**src/hw/rtl/etf_pkg.sv**
```systemverilog
package etf_pkg;

    // Word format of the fixed-point datapath
    localparam int WORD_BITS     = 32;
    localparam int FRACTION_BITS = 26;

    // Fixed field widths of the ports
    localparam int POINT_W  = 32;
    localparam int MODE_W   = 2;
    localparam int COUNT_W  = 16;
    localparam int LIMIT_W  = 31;
    localparam int CFG_W    = 31;
    localparam int CFG_IDX_W = 1;

    // Derived widths
    localparam int PROD_W = 2 * WORD_BITS;
    localparam int EXT_W  = ((WORD_BITS > POINT_W) ? WORD_BITS : POINT_W) + 2;
    localparam int SUM_W  = PROD_W + 1;
    localparam int CMP_W  = ((SUM_W - FRACTION_BITS) > LIMIT_W) ?
                            (SUM_W - FRACTION_BITS) : LIMIT_W;

    typedef logic signed [WORD_BITS-1:0] t_word;
    typedef logic signed [PROD_W-1:0]    t_prod;
    typedef logic signed [EXT_W-1:0]     t_ext;

    // Register indexes of the configuration port
    localparam logic [CFG_IDX_W-1:0] REG_MAX_ITER   = 1'd0;
    localparam logic [CFG_IDX_W-1:0] REG_ESC_LIMIT  = 1'd1;

    // Fractal kinds
    localparam logic [MODE_W-1:0] MODE_CUBIC   = 2'd0;
    localparam logic [MODE_W-1:0] MODE_TRICORN = 2'd1;
    localparam logic [MODE_W-1:0] MODE_SHIP    = 2'd2;
    localparam logic [MODE_W-1:0] MODE_SPIDER  = 2'd3;

    // Reset values of the registers
    localparam logic [COUNT_W-1:0] MAX_ITER_RESET  = 16'd100;
    localparam logic [LIMIT_W-1:0] ESC_LIMIT_RESET = 31'd268435456;

    // Word limits
    localparam t_word WORD_MAX = {1'b0, {(WORD_BITS-1){1'b1}}};
    localparam t_word WORD_MIN = {1'b1, {(WORD_BITS-1){1'b0}}};

    // Constants 0.05 and 0.01, rounded to nearest
    localparam logic [63:0] K005_RAW = ((64'd5 << FRACTION_BITS) + 64'd50) / 64'd100;
    localparam logic [63:0] K001_RAW = ((64'd1 << FRACTION_BITS) + 64'd50) / 64'd100;
    localparam t_word K005 = t_word'(K005_RAW);
    localparam t_word K001 = t_word'(K001_RAW);

    // Clamp an extended value to the word range
    function automatic t_word f_clamp(input t_ext v);
        t_ext hi;
        t_ext lo;
        hi = t_ext'(WORD_MAX);
        lo = t_ext'(WORD_MIN);
        if (v > hi) begin
            return WORD_MAX;
        end else if (v < lo) begin
            return WORD_MIN;
        end else begin
            return t_word'(v);
        end
    endfunction

    // Saturating add and subtract
    function automatic t_word f_add(input t_word a, input t_word b);
        return f_clamp(t_ext'(a) + t_ext'(b));
    endfunction

    function automatic t_word f_sub(input t_word a, input t_word b);
        return f_clamp(t_ext'(a) - t_ext'(b));
    endfunction

    // Saturating absolute value
    function automatic t_word f_abs(input t_word a);
        if (a < 0) begin
            return f_clamp(-t_ext'(a));
        end
        return a;
    endfunction

    // Point field into the word format
    function automatic t_word f_load(input logic signed [POINT_W-1:0] v);
        return f_clamp(t_ext'(v));
    endfunction

    // Product back to word scale: floor shift, then saturate
    function automatic t_word f_scale(input t_prod p);
        t_prod q;
        t_prod hi;
        t_prod lo;
        q  = p >>> FRACTION_BITS;
        hi = t_prod'(WORD_MAX);
        lo = t_prod'(WORD_MIN);
        if (q > hi) begin
            return WORD_MAX;
        end else if (q < lo) begin
            return WORD_MIN;
        end else begin
            return t_word'(q);
        end
    endfunction

    // Control of the escape unit
    typedef struct packed {
        logic load_sq;
        logic eval;
    } t_esc_ctl;

endpackage

```
**src/hw/rtl/etf_mul.sv**
```systemverilog
module etf_mul
    import etf_pkg::*;
(
    input  logic  i_clk,
    input  t_word i_a,
    input  t_word i_b,
    output t_prod o_prod
);

    // Shared signed multiplier, full product registered
    t_prod r_prod;

    always_ff @(posedge i_clk) begin
        r_prod <= t_prod'(i_a) * t_prod'(i_b);
    end

    assign o_prod = r_prod;

endmodule

```
**config.mk**
```make
export PLATFORM = sky130hd
export DESIGN_NAME = etf_mul
export DESIGN_NICKNAME = d
export VERILOG_FILES = /design/src/hw/rtl/etf_pkg.sv /design/src/hw/rtl/etf_mul.sv
export SDC_FILE = /design/constraint.sdc
export NUM_CORES = 2
export LEC_CHECK = 0
export BUFFER_PORTS_ARGS = -buffer_cell sky130_fd_sc_hd__buf_4
export CAP_MARGIN = 20
export CORE_MARGIN = 1.5
export CORE_UTILIZATION = 45
export DETAILED_ROUTE_END_ITERATION = 6
export MAX_ROUTING_LAYER = met4
export PLACE_DENSITY = 0.73
export SLEW_MARGIN = 10
export SYNTH_ARGS = -nofsm -noshare
export SYNTH_HDL_FRONTEND = slang
export SYNTH_SLANG_ARGS = --single-unit
export TNS_END_PERCENT = 30
```
**constraint.sdc**
```tcl
create_clock -name i_clk -period 10.55 [get_ports i_clk]
set_input_delay 2.6375 -clock i_clk [delete_from_list [all_inputs] [get_ports i_clk]]
set_output_delay 2.6375 -clock i_clk [all_outputs]
set_load 0.005 [all_outputs]
```
==> metrics.md <==
| Metric | Value |
|---|---|
| Multi-input logic area | `0.0316 sq mm` |
| Most common cell after layout, fill and taps aside | `fa_1` |
| Initial antenna violation count | `4` |
| Async SR Flop Fraction | `0%` |
| CTS resizes | `0` |
| Crit-path max cell delay | `0.76 ns` |
| Outcome | `completed` |
| Die Y | `291 um` |
| Routed Antenna Nets | `0` |
| MaxCap Viol Count | `0` |
| Worst Max-Slew Pin Slew | `0.964 ns` |
| Final hold vios | `0` |
| WL met3 | `5.49 mm` |
| Vias per cell | `roughly 5.2` |
| TNS Setup | `0 ns` |
| Crit path DAT | `10.23 ns` |
| Final wirelength | `between 90 and 100 mm` |
| DRT Pass-1 Iters | `6` |
| Crit path from | `i_b[5]` |
| F_max | `101 MHz` |
| Critical Path Most Common Cell | `fa_1` |
| CTS tree | `yes` |
| Setup CP Type | `primary input to register` |
| Htree depth | `3` |
| Die area | `~0.084 sq mm` |
| Metal-1 WL | `roughly 37 mm` |
| IO buf count | `approximately 130` |
| Worst hold stages | `3` |
| CTS Hold Bufs | `0` |
| Vias in the first global route | `29.3k` |
| WP data required | `10.83 ns` |
| Crit-path slowest cell | `nor3_1` |
| Area grow syn2layout | `6.59%` |
| First-pass GRT wire length | `roughly 160 mm` |
| Synth unique cells | `63` |
| Period utilisation layout | `94.3%` |
| Warnings, synthesis | `0` |
| GPL Wtd Cong | `slightly above 0.9` |
| Worst setup SP type | `primary input` |
| RSZ-0062 raised after global routing | `false` |
| Hold/Removal Path Class | `primary input to register` |
| Largest net degree at the start of global routing | `33` |
| Final Setup Violations | `0` |
| Iter 0 DRT Violations | `between 1k and 1.5k` |
| Most frequent cells in the layout | `fa_1 (1082), inv_1 (952), and2_1 (516)` |
| Fill cells | `7550` |
| Met2 wire length | `49.5 mm` |
| Post-synthesis cell area | `0.0372 sq mm` |
| Fin crit period | `9.95 ns` |
| Core box area | `0.0820 sq mm` |
| Remaining DRCs | `0` |
| Sequential cell area | `~0.0013 sq mm` |
| CP Capture Type | `register` |
| #FFs+latches synth | `64` |
| Total grt overflow | `0` |
| Slew headroom | `35.3%` |
| Ys flop type | `dfxtp_1` |
| Nets | `approximately 5.2k` |
| Via Count | `25.9k` |
| Top Ports | `129` |
| Seq/Total Area, Yosys | `3.44%` |
| DP HPWL | `81.8 mm` |
| Postcts setup bufs | `0` |
| Max reg flops | `64` |
| Syn nets | `approximately 5.2k` |
| WL/cell | `between 15 and 20 um` |
| Critical path destination | `o_prod[63]` |
| Clk sinks | `64` |
| Gate Count Post-Synth | `3884` |
| Clk root buf | `clkbuf_16` |
| EDFF count, synth | `0` |
| Mean area per synthesized cell | `9.59 sq um` |
| CTS buffer count | `9` |
| Clock slew at reported path FFs | `~0.060 ns` |
| Slew Viols, Final | `0` |
| Longest Clk Path Bufs | `2` |
| Initial core utilization | `45.4%` |
| GRT Total Usage | `25.2%` |
| Worst-path maximum fanout | `24` |
| Die W | `291 um` |
| Row count | `105` |
| Share of cells above drive strength 1 | `under 10%` |
| Highest routed layer | `met4` |
==> layer usage <==
layer / up-vias / GRT usage, %
li1: 11084 / -
met1: 13645 / 30.7
met2: 933 / 42.3
met3: 219 / 3.36
met4: 0 / 10.4
met5: - / -
==> final cells by class <==
| cell class | count | share of cell area, % |
|---|---|---|
| multi-input combinational | 2668 | 79.7 |
| inverter | 952 | 9.00 |
| timing repair buffer | 202 | 3.95 |
| tap | 1070 | 3.37 |
| sequential | 64 | 3.23 |
| clock buffer | 10 | 0.577 |
| clock inverter | 5 | 0.148 |
| antenna | 6 | 0.0378 |
==> Yosys cell counts, types with 4 or more instances <==
cell | number | area share, %
nor3_1 | 6 | 0.081
xor2_1 | 22 | 0.52
o31ai_1 | 6 | 0.12
and2_1 | 516 | 8.7
o21a_1 | 4 | 0.081
o21ai_0 | 28 | 0.38
and3_1 | 7 | 0.12
dfxtp_1 | 64 | 3.4
nor2_1 | 42 | 0.42
nand4_1 | 7 | 0.12
nand2_1 | 511 | 5.2
xnor2_1 | 53 | 1.2
or3_1 | 4 | 0.067
fa_1 | 1082 | 58
a31oi_1 | 12 | 0.20
a21oi_1 | 68 | 0.91
nand3_1 | 15 | 0.20
inv_1 | 952 | 9.6
clkbuf_1 | 195 | 2.0
a21o_1 | 23 | 0.46
o21bai_1 | 15 | 0.30
ha_1 | 184 | 6.2
nand2b_1 | 9 | 0.15
a211oi_1 | 4 | 0.081
==> cell families (layout without fill, tap and decap cells) <==
logic type               count (synthesis)  after routing  synth area share [%]
buffers and inverters                 1152           1169                  11.6
adder cells (fa/ha/maj)               1266           1266                  64.3
XOR/XNOR                                75             75                  1.76
AND/OR/NAND/NOR                       1134           1134                  15.4
AO/OA/AOI/OAI                          193            193                  3.46
other                                    0              6                     0
flip-flops                              64             64                  3.44
==> per-stage QoR <==
stage	hold WS (ns)	utilization, %	cells	cell area, sq um	setup slack [ns]
finish	2.72	48.4	4977	39700	0.600
global route	2.74	48.4	4975	39700	0.195
CTS	2.70	48.4	4971	39700	0.641
detailed placement	3.02	48.1	4956	39400	0.214
global placement	3.02	48.1	4956	39400	0.239
floorplan	2.76	-	3884	37200	0.652
==> worst min-delay path by stage <==
stage                from         end  slack, ns
5_1_grt            i_a[0]   o_prod[1]       2.74
2_1_floorplan      i_b[0]   o_prod[0]       2.76
3_5_place_dp   o_prod[15]  o_prod[15]       3.02
4_1_cts            i_a[0]   o_prod[1]       2.70
6_report           i_a[0]   o_prod[1]       2.72
3_3_place_gp   o_prod[15]  o_prod[15]       3.02
==> critical path, delay by kind of cell <==
kind            cells  cell delay, ns
simple gates        5            1.47
compound gates      3            0.71
buf+inv             7            0.75
fa+ha+maj           9            4.54
xor+xnor            1            0.13
Power is left out: the tool's default activity adds up to more than one toggle a clock period on the data nets, which glitch-free logic cannot reach.
