[config.mk]
export PLATFORM = sky130hd
export DESIGN_NAME = etf_escape
export DESIGN_NICKNAME = d
export VERILOG_FILES = /design/src/hw/rtl/etf_pkg.sv /design/src/hw/rtl/etf_escape.sv
export SDC_FILE = /design/constraint.sdc
export NUM_CORES = 1
export LEC_CHECK = 0
export CAP_MARGIN = 20
export CELL_PAD_IN_SITES_DETAIL_PLACEMENT = 1
export CELL_PAD_IN_SITES_GLOBAL_PLACEMENT = 1
export CORE_MARGIN = 2
export CORE_UTILIZATION = 50
export CTS_CLUSTER_SIZE = 12
export DETAILED_ROUTE_END_ITERATION = 16
export DONT_BUFFER_PORTS = 1
export PLACE_DENSITY = 0.82
export SKIP_LAST_GASP = 1
export SYNTH_ARGS = -nofsm -noshare
export SYNTH_HDL_FRONTEND = slang
export SYNTH_SLANG_ARGS = --single-unit
[constraint.sdc]
create_clock -name i_clk -period 6.3 [get_ports i_clk]
set_input_delay 0.63 -clock i_clk [delete_from_list [all_inputs] [get_ports i_clk]]
set_output_delay 0.63 -clock i_clk [all_outputs]
set_load 0.05 [all_outputs]
[src/hw/rtl/etf_pkg.sv]
package etf_pkg;

    // Word format of the fixed-point datapath
    localparam int WORD_BITS     = 32;
    localparam int FRACTION_BITS = 26;

    // Fixed field widths of the ports
    localparam int POINT_W  = 32;
    localparam int MODE_W   = 2;
    localparam int COUNT_W  = 16;
    localparam int LIMIT_W  = 31;
    localparam int CFG_W    = 31;
    localparam int CFG_IDX_W = 1;

    // Derived widths
    localparam int PROD_W = 2 * WORD_BITS;
    localparam int EXT_W  = ((WORD_BITS > POINT_W) ? WORD_BITS : POINT_W) + 2;
    localparam int SUM_W  = PROD_W + 1;
    localparam int CMP_W  = ((SUM_W - FRACTION_BITS) > LIMIT_W) ?
                            (SUM_W - FRACTION_BITS) : LIMIT_W;

    typedef logic signed [WORD_BITS-1:0] t_word;
    typedef logic signed [PROD_W-1:0]    t_prod;
    typedef logic signed [EXT_W-1:0]     t_ext;

    // Register indexes of the configuration port
    localparam logic [CFG_IDX_W-1:0] REG_MAX_ITER   = 1'd0;
    localparam logic [CFG_IDX_W-1:0] REG_ESC_LIMIT  = 1'd1;

    // Fractal kinds
    localparam logic [MODE_W-1:0] MODE_CUBIC   = 2'd0;
    localparam logic [MODE_W-1:0] MODE_TRICORN = 2'd1;
    localparam logic [MODE_W-1:0] MODE_SHIP    = 2'd2;
    localparam logic [MODE_W-1:0] MODE_SPIDER  = 2'd3;

    // Reset values of the registers
    localparam logic [COUNT_W-1:0] MAX_ITER_RESET  = 16'd100;
    localparam logic [LIMIT_W-1:0] ESC_LIMIT_RESET = 31'd268435456;

    // Word limits
    localparam t_word WORD_MAX = {1'b0, {(WORD_BITS-1){1'b1}}};
    localparam t_word WORD_MIN = {1'b1, {(WORD_BITS-1){1'b0}}};

    // Constants 0.05 and 0.01, rounded to nearest
    localparam logic [63:0] K005_RAW = ((64'd5 << FRACTION_BITS) + 64'd50) / 64'd100;
    localparam logic [63:0] K001_RAW = ((64'd1 << FRACTION_BITS) + 64'd50) / 64'd100;
    localparam t_word K005 = t_word'(K005_RAW);
    localparam t_word K001 = t_word'(K001_RAW);

    // Clamp an extended value to the word range
    function automatic t_word f_clamp(input t_ext v);
        t_ext hi;
        t_ext lo;
        hi = t_ext'(WORD_MAX);
        lo = t_ext'(WORD_MIN);
        if (v > hi) begin
            return WORD_MAX;
        end else if (v < lo) begin
            return WORD_MIN;
        end else begin
            return t_word'(v);
        end
    endfunction

    // Saturating add and subtract
    function automatic t_word f_add(input t_word a, input t_word b);
        return f_clamp(t_ext'(a) + t_ext'(b));
    endfunction

    function automatic t_word f_sub(input t_word a, input t_word b);
        return f_clamp(t_ext'(a) - t_ext'(b));
    endfunction

    // Saturating absolute value
    function automatic t_word f_abs(input t_word a);
        if (a < 0) begin
            return f_clamp(-t_ext'(a));
        end
        return a;
    endfunction

    // Point field into the word format
    function automatic t_word f_load(input logic signed [POINT_W-1:0] v);
        return f_clamp(t_ext'(v));
    endfunction

    // Product back to word scale: floor shift, then saturate
    function automatic t_word f_scale(input t_prod p);
        t_prod q;
        t_prod hi;
        t_prod lo;
        q  = p >>> FRACTION_BITS;
        hi = t_prod'(WORD_MAX);
        lo = t_prod'(WORD_MIN);
        if (q > hi) begin
            return WORD_MAX;
        end else if (q < lo) begin
            return WORD_MIN;
        end else begin
            return t_word'(q);
        end
    endfunction

    // Control of the escape unit
    typedef struct packed {
        logic load_sq;
        logic eval;
    } t_esc_ctl;

endpackage

[src/hw/rtl/etf_escape.sv]
module etf_escape
    import etf_pkg::*;
(
    input  logic               i_clk,
    input  t_esc_ctl           i_ctl,
    input  t_prod              i_prod,
    input  logic [LIMIT_W-1:0] i_limit,
    output logic               o_escaped
);

    logic [PROD_W-1:0] r_sq;
    logic              r_escaped;
    logic [SUM_W-1:0]  n_sum;
    logic [CMP_W-1:0]  n_mag;

    // Exact x^2 + y^2, scaled down, against the threshold
    always_comb begin
        n_sum = {1'b0, r_sq} + {1'b0, i_prod};
        n_mag = CMP_W'(n_sum >> FRACTION_BITS);
    end

    always_ff @(posedge i_clk) begin
        if (i_ctl.load_sq) begin
            r_sq <= i_prod;
        end
        if (i_ctl.eval) begin
            r_escaped <= n_mag > CMP_W'(i_limit);
        end
    end

    assign o_escaped = r_escaped;

endmodule

==> flow_metrics.tcl, run 1 <==
set metrics [dict create \
    outcome "completed" \
    area_growth_pct 6.697 \
    finalCritPeriodShare 0.8601 \
    skew_ps 8.020 \
    cts_sinks 65 \
    power.density_mw_per_mm2 250.9 \
    dieArea_mm2 0.01296 \
    critPathArrivalTime_ps 5500 \
    worst-path-max-fanout 4 \
    syn-num-nets 853 \
    startpoint_type "flip-flop" \
    firstDrtPassIters 4 \
    synth-main-ff-cell "edfxtp_1" \
    cts_hold_buf 0 \
    ys_seq_elements 65 \
    r2r_slack_ps 880 \
    path_clk_slew_ps 60 \
    die_width_um 113.9 \
    clockBufferDepth 2 \
    tritoncts "yes" \
    grt_use_total 0.2632 \
    finalHoldViolCount 0 \
    drcViolationCount 0 \
    dr_total_vias 5098 \
    htree_levels 3 \
    wire_per_inst_um 20.59 \
    globalRouteOverflowTotal 0 \
    endpoint_kind "flip-flop" \
    synth_top_area_frac 0.3235 \
    max_freq_ghz 0.1845 \
    drive_gt1_frac 0.03642 \
    grt_pass1_wl_um 26840 \
    path_class "flip-flop to flip-flop" \
    netlist_area_mm2 0.006035 \
    worstMarginPinSlew_ps 593.6 \
    finalWorstSetupSlack_ps 881.1 \
    hold_class "input port to flip-flop" \
    period_needed_ps 5419 \
    chipHeight_um 113.9 \
    cts-root-buf "clkbuf_16" \
    final-setup-viol-count 0 \
    insertion_delay_ps 340 \
    met3_length_um 941 \
    critPathRequiredTime_ps 6390 \
    dr.max_layer_used "met4" \
    synth_edf_count 65 \
    via_per_inst 6.325 \
    ys_top_cells_by_count "94 x ha_1, 70 x a21oi_1, 65 x edfxtp_1, 60 x nand2_1, 51 x inv_1" \
    nets 846 \
    yosys.area.top_type "edfxtp_1" \
    numPortBuffers 0 \
    hpwl_um 13520 \
    grt_pass1_vias 5361 \
    maxCapViolations 0 \
    wl_met2_um 7514 \
    gp_congestion 0.9332 \
    ant_nets 0 \
    synthTopCellsByArea "edfxtp_1 32%, ha_1 19%, a21oi_1 5.8%" \
    cts_resized 0 \
    rsz0062_at_grt "false" \
    p_leak_nw 2.677 \
    final.setup.tns_ps 0 \
    diodes 0 \
    yosys_warnings 0 \
    yosysMostFrequentCell "ha_1" \
    cts_setup_buffers 0 \
    post-place-ws_ps 676.5 \
    async_flop_share 0 \
    ys_types 58 \
    coreArea_mm2 0.01191 \
    peakVddDrop_mv 0.1904 \
    antenna_found_initial 0 \
    synth_area_per_cell_um2 9.129 \
    initial_core_util 0.5066 \
    grt_max_degree 65 \
    num_rows 40 \
    final_max_slew_viol_count 0 \
    syn_inst 661 \
    numCtsBuffers 9 \
    wl_um 16600 \
    drt_iter0_markers 223 \
    num_io_pins 99 \
    wl_met1_um 7919 \
    ys_seq_area_frac 0.3235 \
    slew_headroom 0.6001 \
]
where the power goes:
part | total [mW] | switching [mW] | internal [mW]
Clock | 0.492 | 0.189 | 0.303
Combinational | 0.597 | 0.357 | 0.240
Sequential | 0.527 | 0.0123 | 0.515
Total | 1.62 | 0.558 | 1.06
flip-flops by register name (all words and copies together), names as in the netlist:
| register | flops |
|---|---|
| o_escaped | 1 |
| r_sq | 64 |
metrics by stage:
step	std cells	util	hold WS, ps	area [um2]	total power [mW]
after global placement	790	0.5164	729.0	6151	1.097
after floorplan	661	-	728.9	6035	0.9756
after detailed placement	790	0.5164	728.9	6151	1.120
after global routing	806	0.5405	369.7	6439	1.710
after CTS	806	0.5405	368.3	6439	1.622
final	806	0.5405	373.9	6439	1.616
cell usage in the layout, fill, tap and decap left out, drive strengths merged, types with 7 or more instances in the layout:
cell type	Yosys	final
a21oi	71	71
o21a	14	14
nor2	33	33
ha	94	94
nand3	14	14
a31oi	7	7
o211ai	9	9
a211oi	11	11
nor3	15	15
xnor2	20	20
xor2	14	14
o21ai	38	38
nand4	22	22
inv	51	51
a21o	24	24
edfxtp	65	65
clkbuf	18	10
nand2	60	60
worst paths after layout:
check,startpoint,endpoint,depth (start not counted)
hold reg to reg,r_sq[59],o_escaped,3
hold / removal,i_prod[11],r_sq[11],0
setup reg to reg,r_sq[6],o_escaped,20
setup / recovery,r_sq[6],o_escaped,20
critical path: stages (launching register included):
cell and delay [ps]:
edfxtp_1 400, ha_1 310, o21ai_0 330, a221oi_1 150, o2111a_2 290, a2111oi_4 500
nor3_2 130, o41ai_4 530, nor2_1 100, nor2_1 130, xnor2_1 100, ha_1 310
nand4_1 150, nor4bb_1 540, nand2_1 110, nor3_1 220, a31oi_1 80, nor4_1 290
mux2i_1 120, a211oi_1 250, o211ai_1 120
cells by family after synthesis:
| kind of cell | count (synthesis) | synth area share |
|---|---|---|
| AND/OR/NAND/NOR | 180 | 0.1485 |
| buffers and inverters | 69 | 0.04292 |
| XOR/XNOR | 34 | 0.04935 |
| adder cells (fa/ha/maj) | 94 | 0.1949 |
| multiplexers | 3 | 0.004976 |
| flip-flops | 65 | 0.3234 |
| AO/OA/AOI/OAI | 216 | 0.2360 |
area by class of cell:
class | count | area (um2)
fill | 1388 | 5473
multi-input combinational | 527 | 3824
sequential | 65 | 1952
clock buffer | 10 | 229.0
inverter | 51 | 191.4
tap | 147 | 183.9
clock inverter | 6 | 58.81
layer usage:
metal,vias to the layer above,track usage
met1,2466,0.3592
li1,2499,-
met3,17,0.06589
met5,-,0
met2,116,0.4208
met4,0,0.06585
(Power assumes the default switching activity.)
==> run 2, diff against run 1 <==
--- a/config.mk
+++ b/config.mk
@@ -8,6 +8,7 @@
 export CAP_MARGIN = 20
 export CELL_PAD_IN_SITES_DETAIL_PLACEMENT = 1
 export CELL_PAD_IN_SITES_GLOBAL_PLACEMENT = 1
+export CORE_ASPECT_RATIO = 1.75
 export CORE_MARGIN = 2
 export CORE_UTILIZATION = 50
 export CTS_CLUSTER_SIZE = 12
@@ -15,6 +16,7 @@
 export DONT_BUFFER_PORTS = 1
 export PLACE_DENSITY = 0.82
 export SKIP_LAST_GASP = 1
+export SLEW_MARGIN = 20
 export SYNTH_ARGS = -nofsm -noshare
 export SYNTH_HDL_FRONTEND = slang
 export SYNTH_SLANG_ARGS = --single-unit
==> run 2 against run 1 <==
Global-route usage up 2.9 points. Clock power grew 14%. Non-clock buffer count stayed put.
==> flow_metrics.tcl, run 2 (synthesis results as in run 1) <==
set metrics [dict create \
    worstMarginPinSlew_ps 642.3 \
    globalRouteOverflowTotal 0 \
    nets 846 \
    cts_resized 0 \
    path_class "flip-flop to flip-flop" \
    antenna_found_initial 0 \
    via_per_inst 6.560 \
    finalHoldViolCount 0 \
    dr.max_layer_used "met4" \
    largest_register_ffs 64 \
    most-common-layout-cells "94 x ha_1, 70 x a21oi_1, 65 x edfxtp_1" \
    worstPathCellList "ha_1 > nand4_1 > nor4_1 > a21boi_0 > o21bai_1 > nor2_1 > o21ai_0 > a21oi_1 > o21ai_0 > xor2_1 > ha_1 > o21a_1 > o21ai_0 > a211oi_1 > o311ai_0 > a31oi_1 > nor4_1 > mux2i_1 > a211oi_1 > o211ai_1" \
    slowest_stage "o21ai_0" \
    p_leak_nw 2.700 \
    endpoint_kind "flip-flop" \
    initial_core_util 0.5084 \
    slew_headroom 0.5673 \
    final.setup.tns_ps 0 \
    dr_total_vias 5222 \
    power.density_mw_per_mm2 265.2 \
    numCtsBuffers 9 \
    clockBufferDepth 2 \
    cp-startpoint "r_sq[19]" \
    wire_per_inst_um 23.22 \
    layout_commonest_cell "ha_1" \
    r2r-start "r_sq[19]" \
    hpwl_um 15080 \
    drive_gt1_frac 0.04097 \
    insertion_delay_ps 350 \
    critPathArrivalTime_ps 5670 \
    area_growth_pct 7.112 \
    wl_met1_um 6069 \
    cp_slowest_stage_delay_ps 490 \
    wl_um 18480 \
    num_rows 53 \
    ant_nets 0 \
    critPathRequiredTime_ps 6390 \
    gp_congestion 0.9527 \
    cts_hold_buf 0 \
    outcome "completed" \
    finalCritPeriodShare 0.8863 \
    critPathBufInv 0 \
    wl_met2_um 10690 \
    maxCapViolations 0 \
    startpoint_type "flip-flop" \
    grt_pass1_wl_um 29010 \
    final_max_slew_viol_count 0 \
    rsz0062_at_grt "false" \
    met3_length_um 602 \
    num_io_pins 99 \
    max_freq_ghz 0.1791 \
    hold_ws_ps 374.9 \
    tritoncts "yes" \
    final-setup-viol-count 0 \
    critical_path.top_delay_family "compound AO/OA/AOI/OAI gates" \
    cpMostUsedCell "o21ai_0" \
    min-delay-start "i_prod[62]" \
    cts-root-buf "clkbuf_16" \
    worst-path-max-fanout 4 \
    grt_use_total 0.2926 \
    die_width_um 87.05 \
    grt_max_degree 65 \
    top_register "r_sq" \
    drcViolationCount 0 \
    skew_ps 8.594 \
    firstDrtPassIters 4 \
    hold_class "input port to flip-flop" \
    path_clk_slew_ps 60 \
    diodes 0 \
    drt_iter0_markers 164 \
    period_needed_ps 5584 \
    fin_area_mm2 0.006464 \
    peakVddDrop_mv 0.1672 \
    cts_sinks 65 \
    cts_setup_buffers 0 \
    grt_pass1_vias 5854 \
    chipHeight_um 149.3 \
    numPortBuffers 0 \
    place_area_mm2 0.006138 \
    dieArea_mm2 0.01300 \
    coreArea_mm2 0.01187 \
    htree_levels 3 \
]
## run 2: changes by cell type in the layout (fill, tap and decap cells not counted), sizes merged
| cell | change |
|---|---|
| bufinv | +1 |
| clkbuf | -1 |
| clkinv | -2 |
| clkinvlp | -1 |
| inv | +3 |
## run 2: through the flow
stage	power, mW	util	std cells	setup WS, ps
after floorplan	0.9756	-	661	1519
final	1.714	0.5445	796	716.3
after global placement	1.122	0.5171	780	684.8
after detailed placement	1.152	0.5171	780	558.0
after global routing	1.801	0.5445	796	355.3
after CTS	1.719	0.5445	796	772.0
## run 2: path summary, 6_finish.rpt
kind                            cells after the start  slack, ps        end
worst min-delay path                                0        370   r_sq[62]
worst min register to register                      4        850  o_escaped
worst max register to register                     20        720  o_escaped
worst max-delay path                               20        720  o_escaped
## run 2: area by class of cell
class,instances,area [um2]
flip-flops and latches,65,1952
clock inverters,7,100.1
multi-input cells,527,3824
inverters,51,191.4
well taps,137,171.4
fillers,1358,5406
clock buffers,9,225.2
## run 2: where the power goes
group	switching (mW)	internal (mW)
sequential	0.0120	0.514
clock	0.209	0.351
combinational	0.387	0.241
total	0.608	1.11
## run 2: metal layers
metal / vias to the layer above / GRT usage
li1: 2505 / -
met4: 0 / 0.1813
met5: - / 0
met3: 57 / 0.04317
met2: 145 / 0.5771
met1: 2515 / 0.2642
==> run 3, diff against run 2 <==
--- a/config.mk
+++ b/config.mk
@@ -14,6 +14,7 @@
 export CTS_CLUSTER_SIZE = 12
 export DETAILED_ROUTE_END_ITERATION = 16
 export DONT_BUFFER_PORTS = 1
+export GPL_TIMING_DRIVEN = 0
 export PLACE_DENSITY = 0.82
 export SKIP_LAST_GASP = 1
 export SLEW_MARGIN = 20
==> run 3 against run 2 <==
Register-to-register slack lost 390 ps. Sequential share of layout area decreased by 0.45 points. Final cell count rose by 2.3%. Core utilization is 0.83 points higher. Largest power group unchanged. Clock power is 8.4% higher. Sequential power barely moved. First-iteration DRC count is 26% lower. Die area stayed put. Critical path depth unchanged.
==> flow_metrics.tcl, run 3 (synthesis results as in run 1) <==
set metrics [dict create \
    initial_core_util 0.5084 \
    num_io_pins 99 \
    wl_um 18720 \
    p_sw_frac 0.3499 \
    critical_path.top_delay_family "compound AO/OA/AOI/OAI gates" \
    grt_max_degree 65 \
    worstPathCellList "ha_1 > nand4_1 > nor4_1 > a21boi_0 > o21bai_1 > nor2_1 > o21ai_0 > a21oi_1 > o21ai_0 > xor2_1 > ha_1 > o21a_1 > o21ai_0 > a211oi_1 > o311ai_0 > a31oi_1 > nor4_1 > mux2i_1 > a211oi_1 > o211ai_1" \
    maxCapViolations 0 \
    fin_area_mm2 0.006563 \
    rsz0062_at_grt "false" \
    critPathBufInv 0 \
    gp_congestion 0.9219 \
    numCtsBuffers 9 \
    wire_per_inst_um 23.00 \
    via_per_inst 6.494 \
    dieArea_mm2 0.01300 \
    antenna_found_initial 0 \
    final-setup-viol-count 0 \
    diodes 0 \
    drt_iter0_markers 121 \
    r2r_slack_ps 320 \
    slowest_stage "nor4_1" \
    worst-path-max-fanout 4 \
    grt_pass1_wl_um 29170 \
    cts_setup_buffers 0 \
    power.density_mw_per_mm2 268.1 \
    path_clk_slew_ps 70 \
    num_rows 53 \
    dr_total_vias 5286 \
    drive_gt1_frac 0.04136 \
    largest_register_ffs 64 \
    period_needed_ps 5975 \
    p_int_mw 1.144 \
    fin_total_pwr_mw 1.759 \
    numPortBuffers 0 \
    skew_ps 6.704 \
    seqPwrFrac 0.299 \
    critPathArrivalTime_ps 6050 \
    path_class "flip-flop to flip-flop" \
    min-delay-start "i_prod[16]" \
    ant_nets 0 \
    min_path_cells 0 \
    hold_class "input port to flip-flop" \
    place_area_mm2 0.006206 \
    r2r-start "r_sq[18]" \
    endpoint_kind "flip-flop" \
    grt_pass1_vias 5961 \
    cts_hold_buf 0 \
    finalHoldViolCount 0 \
    final_core_util 0.5529 \
    insertion_delay_ps 340 \
    cts-root-buf "clkbuf_16" \
    cp_slowest_stage_delay_ps 460 \
    htree_levels 3 \
    most-common-layout-cells "94 x ha_1, 70 x a21oi_1, 65 x edfxtp_1" \
    p_leak_nw 2.731 \
    coreArea_mm2 0.01187 \
    final_max_slew_viol_count 0 \
    hold_end "r_sq[16]" \
    outcome "completed" \
    power_frac_comb 0.356 \
    cts_resized 0 \
    max_freq_ghz 0.1674 \
    globalRouteOverflowTotal 0 \
    tritoncts "yes" \
    firstDrtPassIters 5 \
    pwr-share-clk 0.345 \
    die_width_um 87.05 \
    area_growth_pct 8.750 \
    final.setup.tns_ps 0 \
    grt_use_total 0.2952 \
    layout_commonest_cell "ha_1" \
    drcViolationCount 0 \
    nets 864 \
    hpwl_um 15190 \
    p_sw_uw 615.6 \
    fillers 1380 \
    r2r_end "o_escaped" \
    startpoint_type "flip-flop" \
    clockBufferDepth 2 \
    cts_sinks 65 \
    finalCritPeriodShare 0.9484 \
    r2r_cells 20 \
    slew_headroom 0.5776 \
    top_register "r_sq" \
    chipHeight_um 149.3 \
    cpMostUsedCell "o21ai_0" \
    peakVddDrop_mv 0.1530 \
    critPathRequiredTime_ps 6380 \
    worstMarginPinSlew_ps 626.9 \
]
[run 3: worst max path at each step]
stage,start,end,slack (ps),depth (start not counted)
after global placement,i_prod[26],o_escaped,360,20
after floorplan,i_prod[9],o_escaped,1520,20
final,r_sq[18],o_escaped,320,20
after global routing,r_sq[18],o_escaped,110,20
after CTS,r_sq[23],o_escaped,290,20
after detailed placement,i_prod[26],o_escaped,170,20
[run 3: per-stage QoR]
step                      std cells  worst slack [ps]  hold WS, ps
after CTS                       814             293.2        377.7
after global placement          798             358.2        729.0
after floorplan                 661              1519        728.9
after global routing            814             113.0        374.0
after detailed placement        798             169.2        728.9
final                           814             325.0        373.0
[run 3: layout make-up]
type	count	area (um2)	area share
buffer	18	67.56	0.01030
clock buffer	9	225.2	0.03432
clock inverter	7	125.1	0.01907
inverter	51	191.4	0.02917
multi-input combinational	527	3830	0.5836
sequential	65	1952	0.2974
tap	137	171.4	0.02612
[run 3: layer usage]
layer / up-vias / part of all wire / track usage
met4: 0 / 0.052 / 0.1570
li1: 2540 / - / -
met3: 57 / 0.032 / 0.04151
met5: - / 0 / 0
met1: 2559 / 0.33 / 0.2698
met2: 130 / 0.58 / 0.5927
[run 3: power by group through the flow]
stage                     combinational, mW  clock [mW]  sequential [mW]
after floorplan                       0.445           0            0.531
after global placement                0.585           0            0.534
after detailed placement              0.617           0            0.535
after CTS                             0.625       0.606            0.527
after global routing                  0.697       0.619            0.529
final                                 0.627       0.607            0.526
